**src/rtl/upe_pkg.sv**
```systemverilog
// upe_pkg: shared types, character constants and helpers of the url percent encoder
// no dependencies; used by every file under rtl
package upe_pkg;

	typedef struct packed {
		logic [7:0] in_byte;
		logic       in_final;
	} item_t;

	typedef struct packed {
		logic [7:0] out_byte;
		logic       has_byte;
		logic       run_end;
		logic       url_end;
	} result_t;

	typedef enum logic [2:0] {
		OP_COPY,
		OP_ESC,
		OP_SP20,
		OP_PLUS,
		OP_MARK,
		OP_DROP
	} op_kind_t;

	typedef struct packed {
		op_kind_t   kind;
		logic [7:0] data;
		logic       run_end;
		logic       url_end;
	} op_t;

	localparam int MODE_W      = 3;
	localparam int MODE_SPACE  = 0;
	localparam int MODE_STRICT = 1;
	localparam int MODE_ASCII  = 2;

	localparam int OP_DEPTH = 4;
	localparam int OP_PTR_W = $clog2(OP_DEPTH);
	localparam int OP_CNT_W = $clog2(OP_DEPTH + 1);

	localparam logic [7:0] CH_PCT   = 8'h25;
	localparam logic [7:0] CH_PLUS  = 8'h2B;
	localparam logic [7:0] CH_TWO   = 8'h32;
	localparam logic [7:0] CH_ZERO  = 8'h30;
	localparam logic [7:0] CH_SPACE = 8'h20;
	localparam logic [7:0] CH_NUL   = 8'h00;

	function automatic logic [7:0] hex_char(input logic [3:0] v);
		logic [7:0] r;
		r = (v < 4'd10) ? (8'h30 + {4'd0, v}) : (8'h41 + {4'd0, v} - 8'd10);
		return r;
	endfunction

endpackage

```
**src/rtl/upe_front.sv**
```systemverilog
// upe_front: takes input bytes, keeps the percent lookahead window, and
// classifies one window byte per cycle, while the op queue has room and no '%' is held, into an escape op; uses upe_pkg
module upe_front (
	input  logic                         clk,
	input  logic                         arst_n,
	input  logic [upe_pkg::MODE_W-1:0]   mode,
	input  logic                         push,
	output logic                         full,
	input  upe_pkg::item_t               item,
	output logic                         op_push,
	output upe_pkg::op_t                 op,
	input  logic                         op_full
);

	function automatic logic is_hex(input logic [7:0] c);
		return (c >= 8'h30 && c <= 8'h39) || (c >= 8'h41 && c <= 8'h46) ||
			(c >= 8'h61 && c <= 8'h66);
	endfunction

	function automatic logic is_alnum(input logic [7:0] c);
		return (c >= 8'h30 && c <= 8'h39) || (c >= 8'h41 && c <= 8'h5A) ||
			(c >= 8'h61 && c <= 8'h7A);
	endfunction

	function automatic logic is_ctl(input logic [7:0] c);
		return c == 8'h0A || c == 8'h0D || c == 8'h09;
	endfunction

	function automatic logic is_drop(input logic [7:0] c,
			input logic [upe_pkg::MODE_W-1:0] m);
		return !m[upe_pkg::MODE_STRICT] && m[upe_pkg::MODE_ASCII] && is_ctl(c);
	endfunction

	function automatic upe_pkg::op_kind_t classify(input logic [7:0] c,
			input logic [upe_pkg::MODE_W-1:0] m, input logic query, input logic keep);
		upe_pkg::op_kind_t k;
		k = upe_pkg::OP_COPY;
		if (c == upe_pkg::CH_SPACE) begin
			if (m[upe_pkg::MODE_SPACE] || m[upe_pkg::MODE_STRICT])
				k = query ? upe_pkg::OP_PLUS : upe_pkg::OP_SP20;
		end else if (m[upe_pkg::MODE_STRICT]) begin
			if (is_alnum(c) || c == 8'h5F || c == 8'h2A || c == 8'h2E || c == 8'h2C ||
					c == 8'h2D || (c == upe_pkg::CH_PCT && keep))
				k = upe_pkg::OP_COPY;
			else if (query && (c == 8'h26 || c == 8'h3D))
				k = upe_pkg::OP_COPY;
			else if (!query && (c == 8'h5C || c == 8'h2F || c == 8'h3A || c == 8'h3F))
				k = upe_pkg::OP_COPY;
			else
				k = upe_pkg::OP_ESC;
		end else if (m[upe_pkg::MODE_ASCII]) begin
			if (c[7])
				k = upe_pkg::OP_ESC;
			else if (is_ctl(c))
				k = upe_pkg::OP_DROP;
		end
		return k;
	endfunction

	logic [2:0][7:0]   win_q;
	logic [1:0]        cnt_q;
	logic              active_q;
	logic              final_q;
	logic              query_q;
	logic              emitted_q;

	logic              strict;
	logic              adv;
	logic              hold0, hold1, hold2;
	logic              emit1, emit2;
	logic              last;
	logic              keep;
	upe_pkg::op_kind_t kind0;
	logic              drop0;
	logic              step_end;
	logic              set_query;
	logic              acc;
	logic [2:0][7:0]   win_a, win_n;
	logic [1:0]        cnt_a;

	assign strict = mode[upe_pkg::MODE_STRICT];
	assign adv    = active_q && !op_full;

	assign hold0 = strict && win_q[0] == upe_pkg::CH_PCT && cnt_q != 2'd3 && !final_q;
	assign hold1 = strict && win_q[1] == upe_pkg::CH_PCT && !final_q;
	assign hold2 = strict && win_q[2] == upe_pkg::CH_PCT && !final_q;
	assign emit1 = cnt_q >= 2'd2 && !hold1 && !is_drop(win_q[1], mode);
	assign emit2 = cnt_q == 2'd3 && !hold1 && !hold2 && !is_drop(win_q[2], mode);
	assign last  = !(emit1 || emit2);

	always_comb begin
		unique case (cnt_q)
			2'd2:    keep = is_hex(win_q[1]);
			2'd3:    keep = is_hex(win_q[1]) && is_hex(win_q[2]);
			default: keep = 1'b1;
		endcase
	end

	assign kind0     = classify(win_q[0], mode, query_q, keep);
	assign drop0     = kind0 == upe_pkg::OP_DROP;
	assign set_query = strict && !query_q && win_q[0] == 8'h3F;
	assign step_end  = adv && (hold0 || cnt_q == 2'd1);

	assign op_push = adv && !hold0 && (!drop0 || (last && final_q && !emitted_q));
	assign op.kind    = drop0 ? upe_pkg::OP_MARK : kind0;
	assign op.data    = win_q[0];
	assign op.run_end = last;
	assign op.url_end = last && final_q;

	assign full = active_q && !step_end;
	assign acc  = push && !full;

	// window after this cycle's byte, then the new byte appended
	always_comb begin
		win_a = win_q;
		cnt_a = cnt_q;
		if (adv && !hold0) begin
			win_a[0] = win_q[1];
			win_a[1] = win_q[2];
			cnt_a    = cnt_q - 2'd1;
		end
		win_n = win_a;
		if (acc) begin
			unique case (cnt_a)
				2'd0:    win_n[0] = item.in_byte;
				2'd1:    win_n[1] = item.in_byte;
				default: win_n[2] = item.in_byte;
			endcase
		end
	end

	always_ff @(posedge clk) begin
		win_q <= win_n;
	end

	always_ff @(posedge clk or negedge arst_n) begin
		if (!arst_n) begin
			cnt_q     <= 2'd0;
			active_q  <= 1'b0;
			final_q   <= 1'b0;
			query_q   <= 1'b0;
			emitted_q <= 1'b0;
		end else begin
			if (acc) begin
				cnt_q     <= cnt_a + 2'd1;
				active_q  <= 1'b1;
				final_q   <= item.in_final;
				emitted_q <= 1'b0;
			end else begin
				cnt_q <= cnt_a;
				if (step_end)
					active_q <= 1'b0;
				if (op_push)
					emitted_q <= 1'b1;
			end
			priority if (step_end && final_q) begin
				query_q <= 1'b0;
			end else if (adv && !hold0 && set_query) begin
				query_q <= 1'b1;
			end
		end
	end

endmodule

```
**src/rtl/upe_fifo.sv**
```systemverilog
// upe_fifo: short op queue between the classifier and the expander
// depends on upe_pkg for op_t and the queue depth
module upe_fifo (
	input  logic         clk,
	input  logic         arst_n,
	input  logic         wr,
	input  upe_pkg::op_t wr_op,
	output logic         full,
	input  logic         rd,
	output upe_pkg::op_t head,
	output logic         empty
);

	upe_pkg::op_t                  mem_q [upe_pkg::OP_DEPTH];
	logic [upe_pkg::OP_PTR_W-1:0]  wptr_q, rptr_q;
	logic [upe_pkg::OP_CNT_W-1:0]  cnt_q;
	logic                          do_wr, do_rd;

	assign full  = cnt_q == upe_pkg::OP_CNT_W'(upe_pkg::OP_DEPTH);
	assign empty = cnt_q == '0;
	assign do_wr = wr && !full;
	assign do_rd = rd && !empty;
	assign head  = mem_q[rptr_q];

	always_ff @(posedge clk) begin
		if (do_wr)
			mem_q[wptr_q] <= wr_op;
	end

	always_ff @(posedge clk or negedge arst_n) begin
		if (!arst_n) begin
			wptr_q <= '0;
			rptr_q <= '0;
			cnt_q  <= '0;
		end else begin
			if (do_wr)
				wptr_q <= wptr_q + 1'b1;
			if (do_rd)
				rptr_q <= rptr_q + 1'b1;
			if (do_wr && !do_rd)
				cnt_q <= cnt_q + 1'b1;
			else if (do_rd && !do_wr)
				cnt_q <= cnt_q - 1'b1;
		end
	end

endmodule

```
**src/rtl/upe_back.sv**
```systemverilog
// upe_back: expands queued ops into output bytes, one per cycle while results are popped, into the
// result register; depends on upe_pkg
module upe_back (
	input  logic             clk,
	input  logic             arst_n,
	input  upe_pkg::op_t     op,
	input  logic             op_valid,
	output logic             op_pop,
	output upe_pkg::result_t result,
	output logic             empty,
	input  logic             pop
);

	upe_pkg::result_t res_q;
	logic             valid_q;
	logic [1:0]       sub_q;
	logic             three;
	logic             last_sub;
	logic             load;
	logic             take;
	upe_pkg::result_t res_n;

	assign three    = op.kind == upe_pkg::OP_ESC || op.kind == upe_pkg::OP_SP20;
	assign last_sub = !three || sub_q == 2'd2;
	assign take     = pop && valid_q;
	assign load     = op_valid && (!valid_q || take);
	assign op_pop   = load && last_sub;

	always_comb begin
		res_n.has_byte = 1'b1;
		res_n.run_end  = op.run_end && last_sub;
		res_n.url_end  = op.url_end && last_sub;
		unique case (op.kind)
			upe_pkg::OP_COPY: res_n.out_byte = op.data;
			upe_pkg::OP_PLUS: res_n.out_byte = upe_pkg::CH_PLUS;
			upe_pkg::OP_SP20: begin
				unique case (sub_q)
					2'd0:    res_n.out_byte = upe_pkg::CH_PCT;
					2'd1:    res_n.out_byte = upe_pkg::CH_TWO;
					default: res_n.out_byte = upe_pkg::CH_ZERO;
				endcase
			end
			upe_pkg::OP_ESC: begin
				unique case (sub_q)
					2'd0:    res_n.out_byte = upe_pkg::CH_PCT;
					2'd1:    res_n.out_byte = upe_pkg::hex_char(op.data[7:4]);
					default: res_n.out_byte = upe_pkg::hex_char(op.data[3:0]);
				endcase
			end
			default: begin
				res_n.out_byte = upe_pkg::CH_NUL;
				res_n.has_byte = 1'b0;
			end
		endcase
	end

	assign result = res_q;
	assign empty  = !valid_q;

	always_ff @(posedge clk) begin
		if (load)
			res_q <= res_n;
	end

	always_ff @(posedge clk or negedge arst_n) begin
		if (!arst_n) begin
			valid_q <= 1'b0;
			sub_q   <= 2'd0;
		end else begin
			if (load)
				valid_q <= 1'b1;
			else if (take)
				valid_q <= 1'b0;
			if (load)
				sub_q <= last_sub ? 2'd0 : sub_q + 2'd1;
		end
	end

endmodule

```
**src/rtl/url_percent_encoder_unit.sv**
```systemverilog
// url_percent_encoder_unit: top level of the url percent encoder
// depends on upe_pkg, upe_front, upe_fifo and upe_back
//
// Bytes of a URL go in on the push side and escaped bytes come out of the
// result queue, one result per cycle at most; a copied byte gives one result,
// an escape or a "%20" gives three, so the result side sets the sustained rate
// of input bytes. The front takes a new byte in the cycle its window drains
// and decides one window byte per cycle while the op queue has room; in strict
// mode a '%' is held until the two bytes after it or the end of the URL are
// seen, so such a byte yields nothing until then. A four-entry op queue sits
// between the front and the output expander. encode_mode is written through
// the cfg channel, which is always ready, and should change only while idle.
module url_percent_encoder_unit (
	input  logic                       clk,
	input  logic                       arst_n,
	input  logic                       push,
	output logic                       full,
	input  upe_pkg::item_t             item,
	output logic                       empty,
	input  logic                       pop,
	output upe_pkg::result_t           result,
	input  logic                       cfg_valid,
	output logic                       cfg_ready,
	input  logic [upe_pkg::MODE_W-1:0] cfg_mode
);

	logic [upe_pkg::MODE_W-1:0] mode_q;
	logic                       op_push, op_full, op_pop, op_empty;
	upe_pkg::op_t               op_in, op_head;

	assign cfg_ready = 1'b1;

	always_ff @(posedge clk or negedge arst_n) begin
		if (!arst_n)
			mode_q <= '0;
		else if (cfg_valid && cfg_ready)
			mode_q <= cfg_mode;
	end

	upe_front u_front (
		.clk     (clk),
		.arst_n  (arst_n),
		.mode    (mode_q),
		.push    (push),
		.full    (full),
		.item    (item),
		.op_push (op_push),
		.op      (op_in),
		.op_full (op_full)
	);

	upe_fifo u_fifo (
		.clk    (clk),
		.arst_n (arst_n),
		.wr     (op_push),
		.wr_op  (op_in),
		.full   (op_full),
		.rd     (op_pop),
		.head   (op_head),
		.empty  (op_empty)
	);

	upe_back u_back (
		.clk      (clk),
		.arst_n   (arst_n),
		.op       (op_head),
		.op_valid (!op_empty),
		.op_pop   (op_pop),
		.result   (result),
		.empty    (empty),
		.pop      (pop)
	);

endmodule

```
**config.mk**
```make
export PLATFORM = sky130hd
export DESIGN_NAME = url_percent_encoder_unit
export DESIGN_NICKNAME = d
export VERILOG_FILES = /design/src/rtl/upe_pkg.sv /design/src/rtl/upe_front.sv /design/src/rtl/upe_fifo.sv /design/src/rtl/upe_back.sv /design/src/rtl/url_percent_encoder_unit.sv
export SDC_FILE = /design/constraint.sdc
export NUM_CORES = 1
export LEC_CHECK = 0
export ABC_AREA = 0
export BUFFER_PORTS_ARGS = -buffer_cell sky130_fd_sc_hd__clkbuf_2
export CAP_MARGIN = 5
export CORE_AREA = 2 2 88 132
export DETAILED_ROUTE_END_ITERATION = 8
export DIE_AREA = 0 0 90 134
export GPL_TIMING_DRIVEN = 1
export PLACE_DENSITY = 0.74
export SYNTH_ARGS = -nofsm -noshare
export SYNTH_HDL_FRONTEND = slang
export SYNTH_HIERARCHICAL = 1
export SYNTH_SLANG_ARGS = --single-unit
```
**constraint.sdc**
```tcl
create_clock -name clk -period 3.5 [get_ports clk]
set_clock_uncertainty 0.05 [all_clocks]
set_input_delay 0.525 -clock clk [delete_from_list [all_inputs] [get_ports clk]]
set_output_delay 0.525 -clock clk [all_outputs]
set_load 0.1 [all_outputs]
```
Word-level counts from Yosys, hierarchy flattened
Memory sizes are Yosys's and may differ from the RTL's.
Index checks and enable logic that the tools add are counted.
Word-level totals
  bits in registers: 54
  bits in latches: 0
  RAM bits: 52
  bits in read-only memories: 0
  input port bits: 17
  output and inout bits: 14
  memories: 1
Cells by class
  add/subtract/negate cells: 13
  multipliers: 0
  divide/modulo/power cells: 0
  order comparisons: 21
  equality and inequality tests: 36
  shift operators: 0
  multiplexer cells: 37
  bitwise gates (word level): 1
  reduce and logical (&&, ||, !) cells: 109
Memory list
  u_fifo.mem_q: words 4, bits a word 13, read ports 1, clocked after Yosys merged registers in 0, wr ports 1, line upe_fifo.sv:14  | upe_pkg::op_t mem_q [upe_pkg::OP_DEPTH];
Operators by type and width (number)
  8-bit by 6-bit equality test with 1-bit output (second input constant): 13
  8-bit by 4-bit equality test with 1-bit output (second input constant): 9
  1-bit logical AND: 49
  8-bit by 7-bit >= comparator with 1-bit output (second input constant): 6
  8-bit by 7-bit less-or-equal comparator with 1-bit output (second input constant): 6
  3-bit 2-to-1 mux: 11
  16-bit 2-to-1 mux: 2
  8-bit 2-to-1 mux: 4
  8-bit case mux with 4 select lines: 1
  1-bit logical OR: 29
  8-bit by 6-bit >= comparator with 1-bit output (second input constant): 3
  8-bit by 6-bit less-or-equal comparator with 1-bit output (second input constant): 3
  1-bit logical NOT: 19
  7-bit by 4-bit adder with 8-bit output (first input constant): 2
  8-bit by 7-bit equality test with 1-bit output (second input constant): 2
  8-bit case mux with 2 select lines: 1
  8-bit by 4-bit subtractor with 8-bit output (second input constant): 2
  6-bit by 4-bit adder with 7-bit output (first input constant): 2
  1-bit 2-to-1 mux: 13
  5-bit case mux with 2 select lines: 1
  2-bit nonzero test: 5
  2-bit by 1-bit adder with 2-bit output (second input constant): 4
  4-bit less-than comparator (second input constant): 2
  2-bit by 1-bit equality test with 1-bit output (second input constant): 3
  17 further kinds: 25

Longest topological paths before layout
  word-level depth: 22
  mapped depth: 14
  depth with buffers taken out: 13

Hierarchy
The synthesis kept the hierarchy.
By module, submodules not included
  upe_fifo: instances 1, cells an instance 104, area an instance 2311.0 µm², seq. area each 1736.7 µm²
  upe_front: instances 1, cells an instance 216, area an instance 1970.6 µm², seq. area each 710.7 µm²
  upe_back: instances 1, cells an instance 97, area an instance 945.9 µm², seq. area each 405.4 µm²
  url_percent_encoder_unit: instances 1, cells an instance 9, area an instance 123.9 µm², seq. area each 75.1 µm²

Worst setup path before layout
No wires, ideal clock.
  kind: flip-flop to flip-flop
  from: reg u_fifo/rptr_q[0] (netlist bit)
  to: reg u_fifo/cnt_q[2] (netlist bit)
  library setup time: 0.079 ns
  arrival: 2.898 ns
  path slack: 0.473 ns
  stages on the path, launching flop included: 15
  buffers on the path: 3
  period minus slack after synthesis: 3.027 ns
  path through: dfrtp_1 -> buf_6 -> buf_8 -> mux4_2 -> buf_6 -> xnor2_1 -> or3_4 -> nor2b_1 -> nand2_1 -> ha_1 -> inv_1 -> fa_1 -> xor2_1 -> nor2_1 -> xor2_1
RTL lines
  start, declared: line upe_fifo.sv:15  | logic [upe_pkg::OP_PTR_W-1:0] wptr_q, rptr_q;
  start signal, assigned: line upe_fifo.sv:39  | rptr_q <= rptr_q + 1'b1;
  end signal, assigned: line upe_fifo.sv:41  | cnt_q <= cnt_q + 1'b1;
  end signal, assigned: line upe_fifo.sv:43  | cnt_q <= cnt_q - 1'b1;
  end, declared: line upe_fifo.sv:16  | logic [upe_pkg::OP_CNT_W-1:0] cnt_q;

Final worst setup path
  from: reg u_front.win_q, in the netlist u_front/win_a[22]
  to: reg u_fifo/cnt_q[2] (netlist bit)
On the way
  cells in the longest elaborated chain, start to end: 19
  elaborated cells between the ends (all ways): 45
  classes of those cells: 6 x order compare; 5 x eq/ne; 5 x mux; 29 x reduce/logical
RTL lines
  start, declared: line upe_front.sv:60  | logic [2:0][7:0] win_q;
  start signal, assigned: line upe_front.sv:133  | win_q <= win_n;
  8-bit by 6-bit >= comparator with 1-bit output (tied with other cells): line upe_front.sv:16  | return (c >= 8'h30 && c <= 8'h39) || (c >= 8'h41 && c <= 8'h46) ||
  1-bit logical AND: line upe_front.sv:16
  1-bit logical OR (2 in series): line upe_front.sv:16
  1-bit logical AND: line upe_front.sv:94  | 2'd3: keep = is_hex(win_q[1]) && is_hex(win_q[2]);
  1-bit case mux with 2 select lines: line upe_front.sv:92  | unique case (cnt_q)
  1-bit logical AND: line upe_front.sv:43  | c == 8'h2D || (c == upe_pkg::CH_PCT && keep))
  1-bit logical OR: line upe_front.sv:43
  3-bit 2-to-1 mux: line upe_front.sv:42  | if (is_alnum(c) || c == 8'h5F || c == 8'h2A || c == 8'h2E || c == 8'h2C ||
  [... 3 more ...]
  1-bit logical NOT: line upe_front.sv:104  | assign op_push = adv && !hold0 && (!drop0 || (last && final_q && !emitted_q));
  1-bit logical OR (*): line upe_front.sv:104
  1-bit logical AND (*): line upe_front.sv:104
  net op_push: line url_percent_encoder_unit.sv:28  | logic op_push, op_full, op_pop, op_empty;
  1-bit logical AND (*): line upe_fifo.sv:21  | assign do_wr = wr && !full;
  1-bit logical NOT: line upe_fifo.sv:42  | else if (do_rd && !do_wr)
  1-bit logical AND: line upe_fifo.sv:42
  2-bit nonzero test (no line)
Mark *: on every way through the listed nets, which the timed path passes. The rest lies on a longest branch.
A chain may end at the register's enable or synchronous reset.

==> out/qor.yml <==
synth_area_leaders: "sky130_fd_sc_hd__edfxtp_1, sky130_fd_sc_hd__dfrtp_1, sky130_fd_sc_hd__dfxtp_1"
critical_path.most_common_cell: "sky130_fd_sc_hd__xor2_1"
critPathRequiredTime_ns: 3.72
io_buffer_count: 29
worst_slew_margin_rel_pct: 63.2
yosys-top-cells-count: "sky130_fd_sc_hd__edfxtp_1, sky130_fd_sc_hd__a21oi_1, sky130_fd_sc_hd__nor2_1"
buffers_from_clock_root_to_sink_at_most: 2
start_util_pct: 48.9
ys_async_sr_fraction_pct: 17.9
peak_per_stage_delay_on_the_critical_path_ns: 0.45
worstSetupStartpointType: "flop"
floorplan.io_pins: 31
dr.pass1.iters: 4
critPathMaxFanout: 4
avgViaCountPerCell: 5.62
yosys_register_bits: 106
top_achievable_clock_speed_ghz: 0.308
clk_pin_slew_ns: 0.07
synth_area_leader_cell: "sky130_fd_sc_hd__edfxtp_1"
timing.critical_path.max_delay_family: "simple AND/OR/NAND/NOR gates"
fin_crit_ns: 3.25
syn-num-nets: 460
grt_antenna_before_repair: 0
hold_path_class: "in2async"
ys.flop_type: "sky130_fd_sc_hd__edfxtp_1"
synthToLayoutAreaGrowth_pct: 9.77
first_iter_violations: 148
layout-drive-gt1-share_pct: 19.7
post_synth_edffs: 71
status: "complete, no violations"
final-instance-count-excl-fill: 603
crit_arrival_ns: 3.47
n_antenna_cell: 0
grt.overflow.total: 0
hold_violations: 0
endpoint_kind: "flop"
cts_resized: 0
final_max_slew_viol_count: 0
route.vias.total: 3389
tritoncts_clock_tree: "built"
cts_root_buffer_type: "sky130_fd_sc_hd__clkbuf_16"
cts_max_level: 3
path_class: "reg2reg"
floorplan.die_area_um2: 12100
fillers: 926
cp_slowest_cell: "sky130_fd_sc_hd__or3b_2"
dp_hpwl_um: 7430
post-cts-setup-buffers: 0
beginning_of_the_worst_register_to_register_path: "u_front/win_a[22]"
clk-insertion-delay-late_ns: 0.35
postRouteWirelength_um: 10000
path_buf_inv: 1
yosys.cell_count.top_type: "sky130_fd_sc_hd__edfxtp_1"
cts_hold_repair.buffers: 0
clock_sinks: 106
tightest_slew_ns: 0.549
worstPathCellList: "or3_1, o31ai_1, nand2_1, or3b_2, a21oi_1, nor2b_1, ha_1, inv_1, fa_1, xor2_1, nor2_1, xor2_1"
grt_pass1_wl_um: 16800
dp_cells: 587
r2r_slack_ns: 0.25
grt_use_total_pct: 17.6
ys_seq_area_share_pct: 54.7
postSynthCellCount: 426
ys.warnings.count: 6
timing.final.setup_violations: 0
drt.antenna.violating_nets: 0
grt_setup_unrepaired: "no"
synthesis.area_per_instance_um2: 12.6
drc: 0
first_global_vias: 3444
synthDistinctLibCells: 68
layout.nets: 485
period_share_pct: 92.8
floorplan.rows: 47
netlist_area_um2: 5350
finalWeightedCongestion: 0.905
timing.rr.end: "u_fifo/cnt_q[2]"
finalSetupTns_ns: 0
ff2ff_path_depth: 12
grt_max_degree: 20
die_y_um: 134
tritoncts.num_buffers: 9
die_width_um: 90
timing.max_cap.violations: 0
share_of_yosys_cell_area_claimed_by_the_top_area_cell_type_pct: 39.8
hold_slack_ns: 0.0783
coreArea_um2: 10900
wire_per_inst_um: 16.6
==> stage by stage <==
step | instance area, um2 | worst slack, ns | utilization [%]
2_1_floorplan | 5350 | 0.473 | -
3_3_place_gp | 5570 | 0.327 | 50.9
3_5_place_dp | 5570 | 0.250 | 50.9
4_1_cts | 5870 | 0.227 | 53.7
5_1_grt | 5870 | 0.0586 | 53.7
6_report | 5870 | 0.251 | 53.7
==> flip-flops by register name, summed over array words and instances, names as in the netlist, 3 cells and up <==
signal / cells
u_back/result: 11
mode_q: 3
u_front/win_a: 8
u_front/op: 8
u_fifo/cnt_q: 3
u_fifo/mem_q: 52
u_front/win_q: 8
==> worst register-to-register path, delay by kind of cell (launching register included) <==
kind	cells	cell delay, ns
xor gates and xnor gates	2	0.31
adders and majority gates	2	0.59
buffers and inverters	1	0.06
and+or+nand+nor	5	1.34
AOI/OAI and AO/OA	2	0.40
DFF	1	0.44
==> metal layers <==
layer  vias to the layer above  share of wire [%]  GRT usage, %
li1                       1626                  -             -
met2                        87                 54          32.5
met5                         -                  0             0
met4                         0                3.6          9.40
met3                        28                3.3          3.48
met1                      1648                 39          18.9
==> cell type report <==
cell class                 instances  area (um2)  share of cell area, %
inverter                          24        90.1                   1.53
clock inverter                     5        61.3                   1.04
clock buffer                      11         243                   4.13
multi-input combinational        269        2130                   36.3
timing repair buffer              41         235                   4.00
sequential                       106        2930                   49.8
tap                              147         184                   3.13
==> logic make-up (layout without fill, tap and decap cells) <==
kind of cell	Yosys count	count (layout)	synth area share [%]
flip-flops	106	106	54.7
XOR/XNOR	11	11	1.80
AND/OR/NAND/NOR	121	121	13.5
multiplexers	40	40	10.8
AO/OA/AOI/OAI	79	79	9.56
buffers and inverters	51	81	5.42
adder cells (fa/ha/maj)	17	17	4.12
other	1	1	0.0701
==> how the worst max path moves through the flow <==
| stage | depth (start not counted) | to | start | slack [ns] |
|---|---|---|---|---|
| floorplan | 14 | u_fifo/cnt_q[2] | u_fifo/rptr_q[0] | 0.47 |
| global placement | 11 | u_fifo/cnt_q[2] | u_fifo/rptr_q[0] | 0.33 |
| detailed placement | 11 | u_fifo/cnt_q[2] | u_fifo/rptr_q[0] | 0.25 |
| CTS | 11 | u_fifo/cnt_q[2] | u_fifo/rptr_q[0] | 0.23 |
| global route | 13 | u_fifo/cnt_q[2] | mode_q[1] | 0.06 |
| finish | 12 | u_fifo/cnt_q[2] | u_front/win_a[22] | 0.25 |
==> layout by cell type, fill, tap and decap left out, drive strengths merged, types with 3 or more instances in the layout <==
cell    Yosys  final
or3         6      6
a31oi       5      5
nor2       29     29
o22ai       5      5
nor3b       3      3
o21ai      13     13
a211oi      3      3
inv        24     26
edfxtp     71     71
nand2b      8      8
mux2i      20     20
nor3        7      7
buf        23     12
o21a        3      3
nand2      19     19
xnor2       8      8
a21oi      32     32
and2        9      9
dfrtp      19     19
mux2        7      7
nor4b       5      5
ha         16     16
nand3       9      9
dfxtp      16     16
clkbuf      4     40
mux4       13     13
xor2        3      3
nor2b      10     10
Power is not shown: default switching activity piles up to over one toggle a cycle in this logic, so the estimate is an artifact.
